**src/rtl/lphj_pkg.sv**
```systemverilog
package lphj_pkg;

    // table geometry
    localparam int TABLE_DEPTH = 4096;
    localparam int ADDR_W      = $clog2(TABLE_DEPTH);
    localparam int MAX_MATCHES = 63;
    localparam int MIN_LOG2    = 4;

    localparam logic [31:0] SENTINEL_KEY = 32'h8000_0000;
    localparam logic [31:0] FMIX_C1      = 32'h85eb_ca6b;
    localparam logic [31:0] FMIX_C2      = 32'hc2b2_ae35;
    localparam logic [31:0] CRC_POLY     = 32'h82F6_3B78;

    // request codes
    localparam logic [1:0] REQ_CLEAR  = 2'd0;
    localparam logic [1:0] REQ_INSERT = 2'd1;
    localparam logic [1:0] REQ_PROBE  = 2'd2;
    localparam logic [1:0] REQ_NONE   = 2'd3;

    // result status codes
    localparam logic [1:0] STS_OK       = 2'd0;
    localparam logic [1:0] STS_SENTINEL = 2'd1;
    localparam logic [1:0] STS_REJECT   = 2'd2;
    localparam logic [1:0] STS_OVERFLOW = 2'd3;

    // register byte addresses
    localparam logic [2:0] ADDR_BUILD_ROWS = 3'd0;
    localparam logic [2:0] ADDR_HASH_MODE  = 3'd4;

    typedef struct packed {
        logic [1:0]         req_type;
        logic signed [31:0] key;
    } t_in;

    typedef struct packed {
        logic        hit;
        logic [11:0] build_row;
        logic [31:0] probe_row;
        logic [5:0]  match_total;
        logic [1:0]  status;
        logic        last;
    } t_out;

    typedef struct packed {
        logic        valid;
        logic [11:0] row;
        logic [31:0] key;
    } t_slot;

    typedef enum logic [2:0] {
        ST_IDLE,
        ST_SWEEP,
        ST_DISPATCH,
        ST_HASH,
        ST_READ,
        ST_CHECK,
        ST_RESP
    } t_state;

    // controller -> datapath
    typedef struct packed {
        logic       take;
        logic       clr_start;
        logic       sweep;
        logic       ins_take;
        logic       prb_take;
        logic       hash_init;
        logic       hash_step;
        logic       walk_init;
        logic       advance;
        logic       write_slot;
        logic       hit_count;
        logic       set_status;
        logic [1:0] status_val;
        logic       emit_hit;
        logic       emit_end;
    } t_cmd;

    // datapath -> controller
    typedef struct packed {
        logic [1:0] req;
        logic       sweep_last;
        logic       limit;
        logic       sentinel;
        logic       hash_done;
        logic       slot_valid;
        logic       key_eq;
        logic       n_full;
        logic       last_step;
        logic       out_free;
    } t_sts;

    // address mask of the smallest power-of-two capacity >= 16 with cap*10 >= rows*17
    function automatic logic [ADDR_W-1:0] cap_mask(input logic [11:0] rows);
        logic [31:0] prod;
        logic [31:0] m;
        prod = {20'd0, rows} * 32'd17;
        m    = 32'(TABLE_DEPTH - 1);
        for (int i = ADDR_W - 1; i >= MIN_LOG2; i--) begin
            if ((32'd10 << i) >= prod) begin
                m = (32'd1 << i) - 32'd1;
            end
        end
        return m[ADDR_W-1:0];
    endfunction

endpackage

```
**src/rtl/lphj_ctrl.sv**
```systemverilog
module lphj_ctrl (
    input  logic           i_clk,
    input  logic           i_rst_n,
    input  logic           i_in_valid,
    output logic           o_in_stall,
    input  lphj_pkg::t_sts i_sts,
    output lphj_pkg::t_cmd o_cmd
);
    import lphj_pkg::*;

    t_state r_state;
    t_state n_state;

    always_ff @(posedge i_clk) begin
        if (!i_rst_n) begin
            r_state <= ST_SWEEP;
        end else begin
            r_state <= n_state;
        end
    end

    // next state
    always_comb begin
        n_state = r_state;
        case (r_state)
            ST_IDLE: begin
                if (i_in_valid) n_state = ST_DISPATCH;
            end
            ST_SWEEP: begin
                if (i_sts.sweep_last) begin
                    n_state = (i_sts.req == REQ_CLEAR) ? ST_RESP : ST_IDLE;
                end
            end
            ST_DISPATCH: begin
                case (i_sts.req)
                    REQ_CLEAR:  n_state = ST_SWEEP;
                    REQ_INSERT: n_state = (i_sts.limit || i_sts.sentinel) ? ST_RESP : ST_HASH;
                    REQ_PROBE:  n_state = i_sts.sentinel ? ST_RESP : ST_HASH;
                    default:    n_state = ST_IDLE;
                endcase
            end
            ST_HASH: begin
                if (i_sts.hash_done) n_state = ST_READ;
            end
            ST_READ: n_state = ST_CHECK;
            ST_CHECK: begin
                if (!i_sts.slot_valid) begin
                    n_state = ST_RESP;
                end else if (i_sts.req == REQ_INSERT) begin
                    n_state = ST_READ;
                end else if (!(i_sts.key_eq && !i_sts.n_full && !i_sts.out_free)) begin
                    n_state = i_sts.last_step ? ST_RESP : ST_READ;
                end
            end
            ST_RESP: begin
                if (i_sts.out_free) n_state = ST_IDLE;
            end
            default: n_state = ST_IDLE;
        endcase
    end

    // commands
    always_comb begin
        o_cmd      = '0;
        o_in_stall = (r_state != ST_IDLE);
        case (r_state)
            ST_IDLE: begin
                o_cmd.take = i_in_valid;
            end
            ST_SWEEP: begin
                o_cmd.sweep = 1'b1;
            end
            ST_DISPATCH: begin
                case (i_sts.req)
                    REQ_CLEAR: begin
                        o_cmd.clr_start = 1'b1;
                    end
                    REQ_INSERT: begin
                        if (i_sts.limit) begin
                            o_cmd.set_status = 1'b1;
                            o_cmd.status_val = STS_REJECT;
                        end else begin
                            o_cmd.ins_take  = 1'b1;
                            o_cmd.hash_init = !i_sts.sentinel;
                            o_cmd.set_status = i_sts.sentinel;
                            o_cmd.status_val = STS_SENTINEL;
                        end
                    end
                    REQ_PROBE: begin
                        o_cmd.prb_take   = 1'b1;
                        o_cmd.hash_init  = !i_sts.sentinel;
                        o_cmd.set_status = i_sts.sentinel;
                        o_cmd.status_val = STS_SENTINEL;
                    end
                    default: ;
                endcase
            end
            ST_HASH: begin
                o_cmd.walk_init = i_sts.hash_done;
                o_cmd.hash_step = !i_sts.hash_done;
            end
            ST_READ: ;
            ST_CHECK: begin
                if (i_sts.slot_valid) begin
                    if (i_sts.req == REQ_INSERT) begin
                        o_cmd.advance = 1'b1;
                    end else if (i_sts.key_eq && !i_sts.n_full) begin
                        o_cmd.emit_hit  = i_sts.out_free;
                        o_cmd.hit_count = i_sts.out_free;
                        o_cmd.advance   = i_sts.out_free;
                    end else begin
                        o_cmd.advance    = 1'b1;
                        o_cmd.set_status = i_sts.key_eq;
                        o_cmd.status_val = STS_OVERFLOW;
                    end
                end else if (i_sts.req == REQ_INSERT) begin
                    o_cmd.write_slot = 1'b1;
                end
            end
            ST_RESP: begin
                o_cmd.emit_end = i_sts.out_free;
            end
            default: ;
        endcase
    end

    a_take_idle: assert property (@(posedge i_clk) disable iff (!i_rst_n)
        o_cmd.take |=> (r_state == ST_DISPATCH))
        else $error("accepted beat not dispatched");
    a_one_emit: assert property (@(posedge i_clk) disable iff (!i_rst_n)
        !(o_cmd.emit_hit && o_cmd.emit_end))
        else $error("two results in one cycle");
    a_resp_idle: assert property (@(posedge i_clk) disable iff (!i_rst_n)
        o_cmd.emit_end |=> (r_state == ST_IDLE))
        else $error("end result without return to idle");

endmodule

```
**config.mk**
```make
export PLATFORM = sky130hd
export DESIGN_NAME = lphj_ctrl
export DESIGN_NICKNAME = d
export VERILOG_FILES = /design/src/rtl/lphj_pkg.sv /design/src/rtl/lphj_ctrl.sv
export SDC_FILE = /design/constraint.sdc
export NUM_CORES = 1
export LEC_CHECK = 0
export BUFFER_PORTS_ARGS = -buffer_cell sky130_fd_sc_hd__buf_2
export CORE_MARGIN = 2
export CORE_UTILIZATION = 38
export DETAILED_ROUTE_END_ITERATION = 10
export GPL_ROUTABILITY_DRIVEN = 1
export MAX_ROUTING_LAYER = met4
export PLACE_DENSITY = 0.73
export RECOVER_POWER = 50
export REMOVE_ABC_BUFFERS = 1
export SETUP_SLACK_MARGIN = 0.02
export SLEW_MARGIN = 20
export SYNTH_ARGS = -nofsm -noshare
export SYNTH_HDL_FRONTEND = slang
export SYNTH_SLANG_ARGS = --single-unit
```
**constraint.sdc**
```tcl
create_clock -name i_clk -period 1.41 [get_ports i_clk]
set_clock_uncertainty 0.1 [all_clocks]
set_input_delay 0.0705 -clock i_clk [delete_from_list [all_inputs] [get_ports i_clk]]
set_output_delay 0.0705 -clock i_clk [all_outputs]
set_load 0.1 [all_outputs]
```
==> impl_results.md, run 1 <==
- Status: aborted with a tool error
- Failing step: 4_1_cts
- Tool error: [ERROR DPL-0038] Utilization greater than 100%, impossible to legalize
- Routability Congestion: 0.801
- Mapped Avg Cell Area: 7.33 µm²
- Std-Cell Rows: 13
- Seq cells post-synth: 3
- Initial Util: 0.417
- Die height: 42.3 µm
- Sequential-to-total area share from yosys stat: 0.108
- Post-Place Worst Slack: -0.142 ns
- Unique masters post-synth: 34
- Placed wire-length estimate: 1630 µm
- CTS max path bufs: 2
- Top FF cell, synth: dfxtp_1
- H-Tree Depth: 1
- Post-synthesis cell area: 557 µm²
- Root Driver: clkbuf_4
- Area after DPL: 0.00107 mm²
- Die W: 42.3 µm
- Num ports: 31
- CTS Hold Buffers Added: 1
- Ys async rst share: 0
- # Post-CTS Setup Buffers: 3
- Ranking of synthesized cells by area: ha_1 11%, dfxtp_1 11%, and3_1 7.9%, nor2_1 6.1%, nor2b_1 5.6%
- PortBufs: 30
- Largest area contributor in the netlist: ha_1
- Synth warnings: 0
- TritonCTS Buffers: 3
- Resized Gates After CTS: 48
- CTS Sinks: 3
- Yosys top cell area share: 0.112
- Synth top cells by count: 9 x nor2_1, 7 x and3_1, 5 x ha_1, 5 x inv_1, 5 x nor2b_1
- Most frequent cell after synthesis: nor2_1
- Post-synthesis cell count: 76
- Inst Count DP: 133
- EDFF count, synth: 0
-- per-stage QoR --
step	hold slack, ns	TNS, ns
after global placement	0.202	-0.107
after detailed placement	0.219	-0.478
after floorplan	0.0423	-13.96
-- kinds of logic after synthesis --
logic type / share of synthesized area
AND/OR/NAND/NOR: 0.456
flip-flops: 0.108
multiplexers: 0.0180
buffers and inverters: 0.0899
adder cells (fa/ha/maj): 0.112
AO/OA/AOI/OAI: 0.216
==> run 2, diff against run 1 <==
--- a/config.mk
+++ b/config.mk
@@ -6,15 +6,13 @@
 export NUM_CORES = 1
 export LEC_CHECK = 0
 export BUFFER_PORTS_ARGS = -buffer_cell sky130_fd_sc_hd__buf_2
-export CORE_MARGIN = 2
-export CORE_UTILIZATION = 38
+export CORE_AREA = 2 2 63 65
 export DETAILED_ROUTE_END_ITERATION = 10
+export DIE_AREA = 0 0 65 67
 export GPL_ROUTABILITY_DRIVEN = 1
-export MAX_ROUTING_LAYER = met4
-export PLACE_DENSITY = 0.73
+export PLACE_DENSITY_LB_ADDON = 0.15
 export RECOVER_POWER = 50
 export REMOVE_ABC_BUFFERS = 1
-export SETUP_SLACK_MARGIN = 0.02
 export SLEW_MARGIN = 20
 export SYNTH_ARGS = -nofsm -noshare
 export SYNTH_HDL_FRONTEND = slang
==> constraint.sdc (replaced) <==
create_clock -name i_clk -period 1.8 [get_ports i_clk]
set_clock_uncertainty 0.1 [all_clocks]
set_input_delay 0.09 -clock i_clk [delete_from_list [all_inputs] [get_ports i_clk]]
set_output_delay 0.09 -clock i_clk [all_outputs]
set_load 0.1 [all_outputs]
==> run 2 against run 1 <==
The flow now finishes without violations. Area after synthesis unchanged. Synthesized cell count unchanged.
==> impl_results.md, run 2 <==
- Inst Count DP: 153 (was 133)
- Commonest non-fill, non-tap cell in the layout: buf_2
- Sequential-to-total area share from yosys stat: 0.108 (unchanged)
- Antenna Cells: 0
- Initial Util: 0.154 (was 0.417)
- Post-synthesis cell count: 76 (unchanged)
- Layout cells sized above 1: 0.391
- Crit share post-route: 0.932
- Sw Ratio: 0.570
- Core Region: 0.00361 mm²
- Most frequent cell after synthesis: nor2_1 (unchanged)
- Combinational fraction of design power: 0.725
- Final #Nets: 130
- Crit Path Class: flop to output port
- Synth top cells by count: 9 x nor2_1, 7 x and3_1, 5 x ha_1, 5 x inv_1, 5 x nor2b_1 (unchanged)
- Switching Power: 0.713 mW
- Die W: 65 µm (was 42.3 µm)
- First-pass GRT wire length: 2950 µm
- Avg WL per Cell: 11.5 µm
- Ys async rst share: 0 (unchanged)
- Leakage power: 0.463 nW
- EDFF count, synth: 0 (unchanged)
- F_max: 596 MHz
- Gr usage total: 0.0889
- Die ar.: 0.00436 mm²
- Total Wirelength: 1820 µm
- Setup crit end kind: output port
- Final setup fails: 0
- Avg Vias per Cell: 4.43
- Std-Cell Rows: 22 (was 13)
- Placed wire-length estimate: 1530 µm (was 1630 µm)
- VDD IR-drop max: 0.000241 V
- Status: finished, final reports clean (was aborted with a tool error)
- TritonCTS Buffers: 3 (unchanged)
- Top FF cell, synth: dfxtp_1 (unchanged)
- MaxCap Viol Count: 0
- Drt first pass iters: 4
- Slew Limit Fails: 0
- CP startpoint kind: flop
- Largest regs: r_state (3)
- RSZ-0062 raised after global routing: no
- # fillers: 413
- CTS Sinks: 3 (unchanged)
- Most frequent cells in the layout: 15 x buf_2, 10 x buf_12, 9 x nor2_1
- Root Driver: clkbuf_8 (was clkbuf_4)
- Pwr dens: 1260 mW/mm²
- Hold/Removal Path Class: input pin to flop
- Yosys top cell area share: 0.112 (unchanged)
- Top reg by flops: r_state
- Starting DRT DRC Count: 19
- WP data required: 1.61 ns
- CTS max path bufs: 2 (unchanged)
- Num ports: 31 (unchanged)
- Unique masters post-synth: 34 (unchanged)
- Post-DRT Antenna Nets: 0
- CTS tree: built
- Relative slew slack: 0.643
- PortBufs: 30 (unchanged)
- Vias in the first global route: 648
- Clock Latency Late Sink: 0.21 ns
- Seq cells post-synth: 3 (unchanged)
- Post-synthesis cell area: 557 µm² (unchanged)
- Final Hold Viols: 0
- Finished Layout Cells: 158
- Largest area contributor in the netlist: ha_1 (unchanged)
- Worst-Margin Slew: 0.538 ns
- P_int: 0.539 mW
- Clk slew on worst S/H paths: 0.03 ns
- Min cycle time layout: 1.68 ns
- H-Tree Depth: 1 (unchanged)
- Ranking of synthesized cells by area: ha_1 11%, dfxtp_1 11%, and3_1 7.9%, nor2_1 6.1%, nor2b_1 5.6% (unchanged)
- Clock Power Share: 0.155
- Synth warnings: 0 (unchanged)
- DRC: 0
- Initial antenna violation count: 0
- Pin count of the biggest net entering global routing: 11
- Mapped Avg Cell Area: 7.33 µm² (unchanged)
- Sequential share of power: 0.119
- Max FO, Critical Path: 6
- Die height: 67 µm (was 42.3 µm)
- Overall power: 1.25 mW
- Grt ovf: 0
- Crit path arrival time: 1.49 ns
- Largest register FFs: 3
- Vias: 700
- Layout overhead on the synthesized area: 78.7%
- Routability Congestion: 0.726 (was 0.801)
## run 2: repair_timing
| action | 4_1_cts | 5_1_grt |
|---|---|---|
| hold buffers | 1 | 0 |
| endpoints found under the hold margin | 1 | 0 |
| setup buffers | 0 | 0 |
| setup endpoints to repair | 0 | 5 |
| resized for setup | 0 | 5 |
## run 2: kinds of logic (layout without fill, tap and decap cells)
logic type | count (synthesis) | count (layout) | synth area share
flops | 3 | 3 | 0.108
compound gates | 16 | 16 | 0.216
mux | 1 | 1 | 0.0180
fa+ha+maj | 5 | 5 | 0.112
simple gates | 42 | 42 | 0.456
buf+inv | 9 | 43 | 0.0899
## run 2: worst max-delay path, cell delays in order, from the launching register on
cell      delay (ns)
dfxtp_2         0.34
nand4b_2        0.28
o31ai_1         0.42
buf_12          0.23
## run 2: stage by stage
stage	area [µm²]	hold WS, ns	setup TNS [ns]	utilization	worst slack (ns)
final	995	0.212	0	0.276	0.122
after global routing	995	0.266	0	0.276	0.0216
after CTS	1040	0.227	0	0.288	0.0126
after detailed placement	983	0.221	0	0.273	0.243
after global placement	983	0.217	0	0.273	0.276
after floorplan	526	0.0618	-8.65	-	-1.42
## run 2: layout make-up
| type | instances | area [µm²] | area share |
|---|---|---|---|
| tap | 48 | 60.1 | 0.0604 |
| multi-input combinational | 64 | 453 | 0.455 |
| clock buffer | 4 | 45.0 | 0.0453 |
| inverter | 5 | 18.8 | 0.0189 |
| timing repair buffer | 34 | 354 | 0.356 |
| sequential | 3 | 63.8 | 0.0642 |
## run 2: path summary, 6_finish.rpt
check	from	end	slack, ns	depth (start not counted)
worst max-delay path	r_state[1]	o_cmd[2]	0.12	3
worst max register to register	r_state[1]	r_state[2]	0.29	4
worst min register to register	r_state[1]	r_state[1]	0.40	2
worst min-delay path	i_sts[4]	r_state[1]	0.21	4
## run 2: power groups by stage
stage	Combinational (mW)	Sequential, mW	Clock (mW)
2_1_floorplan	0.608	0.152	0
3_3_place_gp	0.937	0.141	0
3_5_place_dp	0.936	0.144	0
4_1_cts	0.939	0.143	0.199
5_1_grt	0.957	0.158	0.210
6_report	0.909	0.150	0.194
## run 2: per-layer routing
layer | routed length, µm | GRT usage
met5 | 0 | 0
met4 | 9 | 0.0160
met3 | 153 | 0.0439
met2 | 824 | 0.134
met1 | 835 | 0.114
(Power assumes the default switching activity.)
